File: config.mk
export PLATFORM = sky130hd
export DESIGN_NAME = cpu_frequency_governor
export DESIGN_NICKNAME = d
export VERILOG_FILES = /design/src/sv/cpufg_pkg.sv /design/src/sv/cpu_frequency_governor.sv
export VERILOG_INCLUDE_DIRS = /design/src /design/src/sv
export SDC_FILE = /design/constraint.sdc
export NUM_CORES = 1
export LEC_CHECK = 0
export ABC_AREA = 1
export BUFFER_PORTS_ARGS = -buffer_cell sky130_fd_sc_hd__buf_4
export CAP_MARGIN = 0
export CELL_PAD_IN_SITES_DETAIL_PLACEMENT = 1
export CELL_PAD_IN_SITES_GLOBAL_PLACEMENT = 2
export CORE_ASPECT_RATIO = 0.9
export CORE_MARGIN = 4
export CORE_UTILIZATION = 40
export DETAILED_ROUTE_END_ITERATION = 8
export PLACE_DENSITY = 0.81
export SLEW_MARGIN = 20
export SYNTH_ARGS = -nofsm -noshare
export SYNTH_HDL_FRONTEND = slang
export SYNTH_SLANG_ARGS = --single-unit
File: constraint.sdc
create_clock -name clk -period 9 [get_ports clk]
set_input_delay 1.8 -clock clk [delete_from_list [all_inputs] [get_ports clk]]
set_output_delay 1.8 -clock clk [all_outputs]
set_load 0.005 [all_outputs]
File: src/sv/cpu_frequency_governor_macros.svh
// Assertion macros for the CPU frequency governor.
`ifndef CPU_FREQUENCY_GOVERNOR_MACROS_SVH
`define CPU_FREQUENCY_GOVERNOR_MACROS_SVH
`ifndef SYNTHESIS
// Same-cycle implication, disabled during reset.
`define CPUFG_ASSERT_IMPL(lbl, ante, cons) \
    lbl: assert property (@(posedge clk) disable iff (!rst_n) (ante) |-> (cons)) \
        else $error("cpufg assertion failed");
// Next-cycle implication, disabled during reset.
`define CPUFG_ASSERT_NEXT(lbl, ante, cons) \
    lbl: assert property (@(posedge clk) disable iff (!rst_n) (ante) |=> (cons)) \
        else $error("cpufg assertion failed");
`else
`define CPUFG_ASSERT_IMPL(lbl, ante, cons)
`define CPUFG_ASSERT_NEXT(lbl, ante, cons)
`endif
`endif

File: src/sv/cpufg_pkg.sv
// Shared types and constants for the CPU frequency governor.
package cpufg_pkg;

    localparam int DEF_MAX_STATES     = 16;
    localparam int DEF_LOAD_FRAC_BITS = 16;

    localparam int AVG_W    = 17;
    localparam int CORE_W   = 7;
    localparam int COUNT_W  = 5;
    localparam int MODE_W   = 2;
    localparam int THR_W    = 23;
    localparam int PSTATE_W = 4;
    localparam int IDX_W    = 3;
    localparam int DATA_W   = 23;
    localparam int LOAD_W   = AVG_W + CORE_W;
    localparam int PROD_W   = LOAD_W + COUNT_W;
    localparam int MUL_B_W  = (CORE_W > COUNT_W) ? CORE_W : COUNT_W;
    localparam int MUL_W    = LOAD_W + MUL_B_W;

    localparam logic [IDX_W-1:0] CFG_GOVERNOR_MODE  = 3'd0;
    localparam logic [IDX_W-1:0] CFG_STATE_COUNT    = 3'd1;
    localparam logic [IDX_W-1:0] CFG_CORE_COUNT     = 3'd2;
    localparam logic [IDX_W-1:0] CFG_UP_THRESHOLD   = 3'd3;
    localparam logic [IDX_W-1:0] CFG_DOWN_THRESHOLD = 3'd4;

    localparam logic [COUNT_W-1:0] RST_STATE_COUNT    = 5'd1;
    localparam logic [CORE_W-1:0]  RST_CORE_COUNT     = 7'd1;
    localparam logic [THR_W-1:0]   RST_UP_THRESHOLD   = 23'd52429;
    localparam logic [THR_W-1:0]   RST_DOWN_THRESHOLD = 23'd13107;

    typedef enum logic [MODE_W-1:0] {
        GOV_PERFORMANCE  = 2'd0,
        GOV_POWERSAVE    = 2'd1,
        GOV_ONDEMAND     = 2'd2,
        GOV_CONSERVATIVE = 2'd3
    } gov_mode_t;

    typedef enum logic [1:0] {
        S_IDLE     = 2'd0,
        S_MUL_LOAD = 2'd1,
        S_MUL_PROD = 2'd2,
        S_DECIDE   = 2'd3
    } fsm_t;

endpackage

File: src/sv/cpu_frequency_governor.sv
// CPU frequency governor: picks the next performance state once per load sample.
// Steps per sample: load multiply, then compare and count multiply, then decide.
// The single shared multiplier means a new sample is taken only after the last one's decide step.
// A held result stalls the decide step and the input; the output register lets one more sample in.
// Reset (rst_n, async, active low): performance mode, one state, one core, state 0.
`include "cpu_frequency_governor_macros.svh"

module cpu_frequency_governor #(
    parameter int MAX_STATES     = cpufg_pkg::DEF_MAX_STATES,
    parameter int LOAD_FRAC_BITS = cpufg_pkg::DEF_LOAD_FRAC_BITS
) (
    input  logic                          clk,
    input  logic                          rst_n,
    // configuration write channel
    input  logic                          cfg_valid,
    output logic                          cfg_ready,
    input  logic [cpufg_pkg::IDX_W-1:0]   cfg_index,
    input  logic [cpufg_pkg::DATA_W-1:0]  cfg_data,
    // load sample channel
    input  logic                          in_valid,
    output logic                          in_stall,
    input  logic [cpufg_pkg::AVG_W-1:0]   avg_load,
    // result channel
    output logic                          out_valid,
    input  logic                          out_stall,
    output logic [cpufg_pkg::PSTATE_W-1:0] next_state,
    output logic                          state_changed,
    output logic                          above_up
);

    localparam int COUNT_W = cpufg_pkg::COUNT_W;
    localparam int TOP_W   = COUNT_W + LOAD_FRAC_BITS;
    localparam int CMP_W   = (TOP_W > cpufg_pkg::PROD_W) ? TOP_W : cpufg_pkg::PROD_W;
    localparam logic [8:0] MAX_ST9 = 9'(MAX_STATES);

    // ------------------------------------------------------------------
    // Configuration registers. Writes are always taken; unknown indexes drop.
    // ------------------------------------------------------------------
    cpufg_pkg::gov_mode_t                 mode_reg;
    logic [COUNT_W-1:0]                   state_count_reg;
    logic [cpufg_pkg::CORE_W-1:0]         core_count_reg;
    logic [cpufg_pkg::THR_W-1:0]          up_thr_reg;
    logic [cpufg_pkg::THR_W-1:0]          down_thr_reg;

    assign cfg_ready = 1'b1;

    always_ff @(posedge clk or negedge rst_n)
    begin
        if (!rst_n)
        begin
            mode_reg        <= cpufg_pkg::GOV_PERFORMANCE;
            state_count_reg <= cpufg_pkg::RST_STATE_COUNT;
            core_count_reg  <= cpufg_pkg::RST_CORE_COUNT;
            up_thr_reg      <= cpufg_pkg::RST_UP_THRESHOLD;
            down_thr_reg    <= cpufg_pkg::RST_DOWN_THRESHOLD;
        end
        else if (cfg_valid && cfg_ready)
        begin
            unique case (cfg_index)
                cpufg_pkg::CFG_GOVERNOR_MODE:
                    mode_reg <= cpufg_pkg::gov_mode_t'(cfg_data[cpufg_pkg::MODE_W-1:0]);
                cpufg_pkg::CFG_STATE_COUNT:
                    state_count_reg <= cfg_data[COUNT_W-1:0];
                cpufg_pkg::CFG_CORE_COUNT:
                    core_count_reg <= cfg_data[cpufg_pkg::CORE_W-1:0];
                cpufg_pkg::CFG_UP_THRESHOLD:
                    up_thr_reg <= cfg_data[cpufg_pkg::THR_W-1:0];
                cpufg_pkg::CFG_DOWN_THRESHOLD:
                    down_thr_reg <= cfg_data[cpufg_pkg::THR_W-1:0];
                default:
                    ;
            endcase
        end
    end

    // Effective state count: zero acts as one, anything above the limit saturates.
    logic [COUNT_W-1:0] count;
    logic [COUNT_W-1:0] slowest;

    always_comb
    begin
        if (state_count_reg == '0)
            count = COUNT_W'(1);
        else if ({4'b0, state_count_reg} > MAX_ST9)
            count = COUNT_W'(MAX_STATES);
        else
            count = state_count_reg;
        slowest = count - COUNT_W'(1);
    end

    // ------------------------------------------------------------------
    // Sequencer and shared multiplier.
    // ------------------------------------------------------------------
    cpufg_pkg::fsm_t fsm_reg, fsm_next;

    logic [cpufg_pkg::AVG_W-1:0]   avg_reg;
    logic [cpufg_pkg::LOAD_W-1:0]  load_reg;
    logic [cpufg_pkg::PROD_W-1:0]  prod_reg;
    logic                          above_reg;
    logic                          below_reg;
    logic [cpufg_pkg::PSTATE_W-1:0] current_state_reg;

    logic [cpufg_pkg::LOAD_W-1:0]  mul_a;
    logic [cpufg_pkg::MUL_B_W-1:0] mul_b;
    logic [cpufg_pkg::MUL_W-1:0]   mul_p;

    logic in_take;
    logic out_free;
    logic load_en;
    logic prod_en;
    logic result_wr;

    assign in_take  = in_valid && !in_stall;
    assign out_free = !out_valid || !out_stall;
    assign mul_p    = cpufg_pkg::MUL_W'(mul_a) * cpufg_pkg::MUL_W'(mul_b);

    // Next state: wait in idle for a sample, advance one step per cycle, hold in decide until the output frees.
    always_comb
    begin
        fsm_next = fsm_reg;
        unique case (fsm_reg)
            cpufg_pkg::S_IDLE:
                if (in_take)
                    fsm_next = cpufg_pkg::S_MUL_LOAD;
            cpufg_pkg::S_MUL_LOAD:
                fsm_next = cpufg_pkg::S_MUL_PROD;
            cpufg_pkg::S_MUL_PROD:
                fsm_next = cpufg_pkg::S_DECIDE;
            cpufg_pkg::S_DECIDE:
                if (out_free)
                    fsm_next = cpufg_pkg::S_IDLE;
            default:
                fsm_next = cpufg_pkg::S_IDLE;
        endcase
    end

    // Outputs of the sequencer: steer the multiplier and enable the holding registers.
    always_comb
    begin
        in_stall  = 1'b1;
        mul_a     = '0;
        mul_b     = '0;
        load_en   = 1'b0;
        prod_en   = 1'b0;
        result_wr = 1'b0;
        unique case (fsm_reg)
            cpufg_pkg::S_IDLE:
                in_stall = 1'b0;
            cpufg_pkg::S_MUL_LOAD:
            begin
                // scaled load = average load times core count
                mul_a   = cpufg_pkg::LOAD_W'(avg_reg);
                mul_b   = cpufg_pkg::MUL_B_W'(core_count_reg);
                load_en = 1'b1;
            end
            cpufg_pkg::S_MUL_PROD:
            begin
                // ondemand product = scaled load times state count
                mul_a   = load_reg;
                mul_b   = cpufg_pkg::MUL_B_W'(count);
                prod_en = 1'b1;
            end
            cpufg_pkg::S_DECIDE:
                result_wr = out_free;
            default:
                ;
        endcase
    end

    always_ff @(posedge clk or negedge rst_n)
    begin
        if (!rst_n)
            fsm_reg <= cpufg_pkg::S_IDLE;
        else
            fsm_reg <= fsm_next;
    end

    // Datapath holding registers; no reset needed.
    always_ff @(posedge clk)
    begin
        if (in_take)
            avg_reg <= avg_load;
        if (load_en)
            load_reg <= mul_p[cpufg_pkg::LOAD_W-1:0];
        if (prod_en)
        begin
            prod_reg  <= mul_p[cpufg_pkg::PROD_W-1:0];
            // threshold compares run beside the second multiply
            above_reg <= load_reg > cpufg_pkg::LOAD_W'(up_thr_reg);
            below_reg <= load_reg < cpufg_pkg::LOAD_W'(down_thr_reg);
        end
    end

    // ------------------------------------------------------------------
    // Decide step: one subtract for ondemand, step logic for conservative; powersave slowest, else state 0.
    // ------------------------------------------------------------------
    logic [CMP_W-1:0]   top_ext;
    logic [CMP_W-1:0]   prod_ext;
    logic [CMP_W-1:0]   diff;
    logic [COUNT_W-1:0] od_val;
    logic [COUNT_W-1:0] cur_sat;
    logic [COUNT_W-1:0] next_val;

    always_comb
    begin
        top_ext  = CMP_W'(slowest) << LOAD_FRAC_BITS;
        prod_ext = CMP_W'(prod_reg);
        diff     = top_ext - prod_ext;
        // truncate toward zero, clamp at the fastest state
        if (prod_ext >= top_ext)
            od_val = '0;
        else
            od_val = COUNT_W'(diff >> LOAD_FRAC_BITS);

        // a lowered count pulls the current state back to the slowest one first
        if (COUNT_W'(current_state_reg) > slowest)
            cur_sat = slowest;
        else
            cur_sat = COUNT_W'(current_state_reg);

        unique case (mode_reg)
            cpufg_pkg::GOV_POWERSAVE:
                next_val = slowest;
            cpufg_pkg::GOV_ONDEMAND:
                next_val = above_reg ? '0 : od_val;
            cpufg_pkg::GOV_CONSERVATIVE:
            begin
                priority if (above_reg)
                    next_val = (cur_sat != '0) ? cur_sat - COUNT_W'(1) : '0;
                else if (below_reg)
                    next_val = (cur_sat < slowest) ? cur_sat + COUNT_W'(1) : slowest;
                else
                    next_val = cur_sat;
            end
            default:
                next_val = '0;
        endcase
    end

    // ------------------------------------------------------------------
    // Output register and performance state.
    // ------------------------------------------------------------------
    logic                            out_valid_reg;
    logic                            out_valid_next;
    logic [cpufg_pkg::PSTATE_W-1:0]  next_state_reg;
    logic                            state_changed_reg;
    logic                            above_up_reg;

    always_comb
    begin
        if (result_wr)
            out_valid_next = 1'b1;
        else if (!out_stall)
            out_valid_next = 1'b0;
        else
            out_valid_next = out_valid_reg;
    end

    always_ff @(posedge clk or negedge rst_n)
    begin
        if (!rst_n)
        begin
            out_valid_reg     <= 1'b0;
            current_state_reg <= '0;
        end
        else
        begin
            out_valid_reg <= out_valid_next;
            if (result_wr)
                current_state_reg <= next_val[cpufg_pkg::PSTATE_W-1:0];
        end
    end

    always_ff @(posedge clk)
    begin
        if (result_wr)
        begin
            next_state_reg    <= next_val[cpufg_pkg::PSTATE_W-1:0];
            state_changed_reg <= next_val != COUNT_W'(current_state_reg);
            above_up_reg      <= above_reg;
        end
    end

    assign out_valid     = out_valid_reg;
    assign next_state    = next_state_reg;
    assign state_changed = state_changed_reg;
    assign above_up      = above_up_reg;

    // ------------------------------------------------------------------
    // Assertions
    // ------------------------------------------------------------------
    `CPUFG_ASSERT_NEXT(a_take_starts_mul, in_take, fsm_reg == cpufg_pkg::S_MUL_LOAD)
    `CPUFG_ASSERT_NEXT(a_state_tracks_out, result_wr,
        out_valid && (current_state_reg == next_state))
    `CPUFG_ASSERT_NEXT(a_above_matches, result_wr,
        above_up == (load_reg > cpufg_pkg::LOAD_W'(up_thr_reg)))
    `CPUFG_ASSERT_NEXT(a_ondemand_fast,
        result_wr && (mode_reg == cpufg_pkg::GOV_ONDEMAND) && above_reg, next_state == '0)

endmodule

# == Word-level counts from Yosys, hierarchy flattened ==
# Index checks and enable logic that the tools add are counted.
# totals
regBits,145
inputBits,48
word_cells,76
# classes
addsub,4
n_mul,1
order_cmp,6
n_eq_ne,14
mux,21
n_reduce_logical,14
# op_table
operator,n
$pmux 24 s2,1
$mux 5,9
$ge 29x21->1,1
$mul 24x7->29,1
$gt 24x23->1,1
$lt 24x23->1,1
$sub 21x21->21,1
$pmux 5 s3,1
$pmux 7 s2,1
$reduce_and 2->1,6
$sub 5x1->5 const B,2
$eq 2x2->1 const B,4
$pmux 2 s4,1
$eq 3x2->1 const B,2
$mux 1,6
$add 5x1->5 const B,1
$gt 4x5->1,1
$gt 5x5->1 const B,1
$logic_not 5->1,1
$lt 5x5->1,1
$ne 5x4->1,1
$reduce_bool 5->1,1
$eq 2x1->1 const B,2
$mux 2,2
other kinds (9),11

# == Depth between registers and ports, before layout ==
# logic_depth
depth_word,12
ltp_mapped,33
mapped_depth_nobuf,33

# == Least setup slack after synthesis ==
# No wires, ideal clock.
# synth_timing
path_kind,register to register
from,register fsm_reg[0]
to,"register prod_reg, in the netlist prod_ext[26], data pin"
t_arrival_ns,6.660
required_time_ns,8.748
setup_slack_ns,2.088
path_stages_with_launch,29
cell_sequence,dfrtp_1 -> inv_1 -> ha_1 -> clkbuf_1 -> nand2_1 -> inv_1 -> clkbuf_1 -> a22oi_1 -> nor2_1 -> fa_1 -> fa_1 -> fa_1 -> inv_1 -> fa_1 -> inv_1 -> ha_1 -> a21oi_1 -> a21boi_1 -> o21ai_1 -> a21boi_1 -> o21ai_2 -> a21boi_2 -> o21bai_2 -> a21boi_1 -> o21ai_1 -> nand3_1 -> nand2_1 -> nand2_1 -> nand2_1
# synth_via
elab_chain_cells,3
word_cells_on_any_way,5
cone_classes,mul (1); eq/ne (2); mux (2)
# synth_rtl
item,line,text
"start, declared",cpu_frequency_governor.sv:94,"cpufg_pkg::fsm_t fsm_reg, fsm_next;"
"start signal, assigned",cpu_frequency_governor.sv:173,fsm_reg <= cpufg_pkg::S_IDLE;
"start signal, assigned",cpu_frequency_governor.sv:175,fsm_reg <= fsm_next;
$eq 2x2->1 / $eq 2x1->1 (equally long branches),cpu_frequency_governor.sv:146,unique case (fsm_reg)
$pmux 24 s2 / $pmux 7 s2 (equally long branches),cpu_frequency_governor.sv:146,
$mul 24x7->29 *,cpu_frequency_governor.sv:115,assign mul_p = cpufg_pkg::MUL_W'(mul_a) * cpufg_pkg::MUL_W'(mul_b);
"net mul_p, one bit",cpu_frequency_governor.sv:105,logic [cpufg_pkg::MUL_W-1:0] mul_p;
"end signal, assigned",cpu_frequency_governor.sv:187,prod_reg <= mul_p[cpufg_pkg::PROD_W-1:0];
"end, declared",cpu_frequency_governor.sv:98,logic [cpufg_pkg::PROD_W-1:0] prod_reg;
# The timed path passes the listed nets; every way through them passes the cells marked *.
# A chain may end at the register's enable or synchronous reset.

# == Worst setup path in the final report ==
# layout_timing
from,register fsm_reg[1]
to,"register prod_reg, in the netlist prod_ext[26], data pin"
# Same word-level chain as after synthesis.

==> results.yml <==
yosys:
  ys_top_cells_by_count: "nand2_1 (257), inv_1 (251), nor2_1 (135), fa_1 (108), ha_1 (107)"
  syn-mean-instance-area_sq_um: 8.89
  ys.flop_type: "edfxtp_1"
  synthCells: 1362
  synth_edf_count: 78
  synth_top_area_share: 0.193
  yosysMostFrequentCell: "nand2_1"
  synth.distinct_cells: 52
  synth_area_leader_cell: "edfxtp_1"
  synth-seq-cells: 145
  syn-cell-area_sq_um: 12100
  synthArstFlopShare: 0.462
  yosys_warnings: 0
  synth.area.top_cells: "edfxtp_1 (19%), fa_1 (18%), ha_1 (11%), dfrtp_1 (9.9%), nand2_1 (8.0%)"
  yosysSeqAreaShare: 0.334
timing:
  tightest_slew_ns: 0.902
  clock_skew_ns: 0.00852
  max_slew_margin: 0.398
  finalSetupViolations: 0
  rsz0062_at_grt: "no"
  hold_violations: 0
  setup_tns_ns: 0
  drv_slew: 0
  finalCritPeriodShare: 0.828
  fmax_ghz: 0.134
  finalCriticalPeriod_ns: 7.45
final_layout:
  fin_cells: 1836
  drive_above_1_share: 0.111
  stdcell_area_sq_um: 13600
  syn_to_final_growth_pct: 12.0
  largest_register_ffs: 29
  diodes: 0
  final_nets: 1683
placement:
  hpwl_mm: 27.4
  place_area_sq_um: 13000
  io_buffers: 55
  dp_cells: 1804
  gp_congestion: 0.835
cts:
  clk_latency_ns: 0.43
  cts_root_buf: "clkbuf_16"
  cts_tree: "built"
  ctsHoldBuffers: 0
  post_cts_buffers: 0
  clock-sinks: 145
  cts_made_buffers: 17
  ctsResizeCount: 0
  clock_path_buffers: 2
  clk_pin_slew_ns: 0.06
  htree_levels: 4
die:
  core_sq_um: 29900
  start_util: 0.405
  die_x_microns: 191
  num_io_pins: 57
  dieArea_sq_um: 33100
  fp-row-count: 60
  die_y_microns: 173
critical_path:
  crit_fanout: 15
  end_kind: "flop"
  required_ns: 9.19
  r2r_end: "prod_ext[26]"
  slowest_stage: "fa_1"
  crit_family: "adder cells"
  start_kind: "flop"
  reg2reg_depth: 28
  reg2reg_slack_ns: 1.55
  max_stage_delay_ns: 0.54
  rr_startpoint: "fsm_reg[1]"
  crit_buf_inv: 5
  setup.worst_path.class: "reg2reg"
  crit_arrival_ns: 7.64
grt:
  grt_overflow: 0
  grt_pass1_wl_mm: 54.9
  grt_max_degree: 68
  antenna_found_initial: 0
  grt_usage: 0.213
  grt_pass1_vias: 9855
worst_hold_path:
  min_from: "up_thr_reg[17]"
  hold_path_end: "up_thr_reg[17]"
  min_path_cells: 2
  hp-class: "reg2reg"
job:
  cap_viol_max_count: 0
detailed_routing:
  first_pass_iters: 5
  wire_per_inst_microns: 18.5
  num_vias: 9383
  drt_wl_total_mm: 34.0
  via_per_inst: 5.11
  drcViolationCount: 0
  ant_nets: 0
  drt_iter0_markers: 482
power_and_ir_drop:
  peakVddDrop_mv: 0.167
  power_leakage_uw: 0.00665
  p_per_area_nw_per_um2: 255
run_status:
  outcome: "complete, no violations"
metrics by stage:
step	setup slack [ns]	total power, uW	util	hold slack [ns]
final	1.55	3460	0.454	0.483
after global routing	0.929	3760	0.454	0.506
after CTS	1.53	3500	0.454	0.490
after detailed placement	1.57	2780	0.435	0.474
after global placement	1.85	2730	0.435	0.467
after floorplan	2.09	2210	-	0.453
per-layer routing:
metal  wire length (microns)  vias up  track usage
li1                        -     4459            -
met1                   16100     4732        0.307
met2                   16100      172        0.343
met3                    1360       20       0.0345
met4                     385        0       0.0419
met5                       0        -            0
area by class of cell:
| type | count | area, sq um |
|---|---|---|
| Timing Repair Buffer | 62 | 465 |
| Tap cell | 403 | 504 |
| Sequential cell | 145 | 4040 |
| Inverter | 260 | 977 |
| Clock buffer | 18 | 450 |
| Multi-Input combinational cell | 934 | 7000 |
| Fill cell | 3532 | 16300 |
| Clock inverter | 14 | 118 |
placed cells by master (no fill, tap or decap), drive strengths merged, types with 2 or more instances in the layout:
master / count
buf: 62
conb: 2
nor3: 2
fa: 108
dfstp: 19
a21oi: 55
clkinvlp: 3
nand2: 271
a22oi: 12
o21ai: 95
edfxtp: 78
clkbuf: 18
xor2: 22
or2: 8
o22ai: 4
nand3: 43
a21o: 2
nand3b: 2
ha: 107
inv: 264
nor2: 136
or4: 2
nand4: 13
dfrtp: 48
o21bai: 3
a21boi: 5
o211ai: 5
a22o: 2
clkinv: 7
a211oi: 4
xnor2: 10
o21a: 6
a31oi: 6
nor4: 3
how the worst max path moves through the flow:
stage | slack [ns] | startpoint | depth (start not counted) | end
5_1_grt | 0.93 | fsm_reg[0] | 28 | prod_ext[26]
3_5_place_dp | 1.57 | fsm_reg[1] | 28 | prod_ext[26]
4_1_cts | 1.53 | fsm_reg[1] | 28 | prod_ext[26]
3_3_place_gp | 1.85 | fsm_reg[0] | 28 | prod_ext[26]
6_report | 1.55 | fsm_reg[1] | 28 | prod_ext[26]
2_1_floorplan | 2.09 | fsm_reg[0] | 28 | prod_ext[26]
logic make-up after synthesis:
logic type,synth area share
and+or+nand+nor,0.168
buffers and inverters,0.0884
adders and majority gates,0.289
AOI/OAI and AO/OA,0.0974
DFF,0.334
xor gates and xnor gates,0.0231
other,0.000310
power by group:
group / total, uW / leakage [uW] / switching, uW / internal [uW]
Combinational: 1640 / 0.00483 / 1110 / 530
Sequential: 1140 / 0.00155 / 165 / 973
Clock: 687 / 0.000272 / 310 / 377
worst reg2reg max path: cells and delay by family (launching register included):
kind / cells / cell delay [ns]
fa+ha+maj: 6 / 2.65
compound gates: 10 / 2.17
buf+inv: 5 / 1.14
simple gates: 7 / 0.83
flops: 1 / 0.38
No activity file was read; power rests on OpenSTA's default activity.
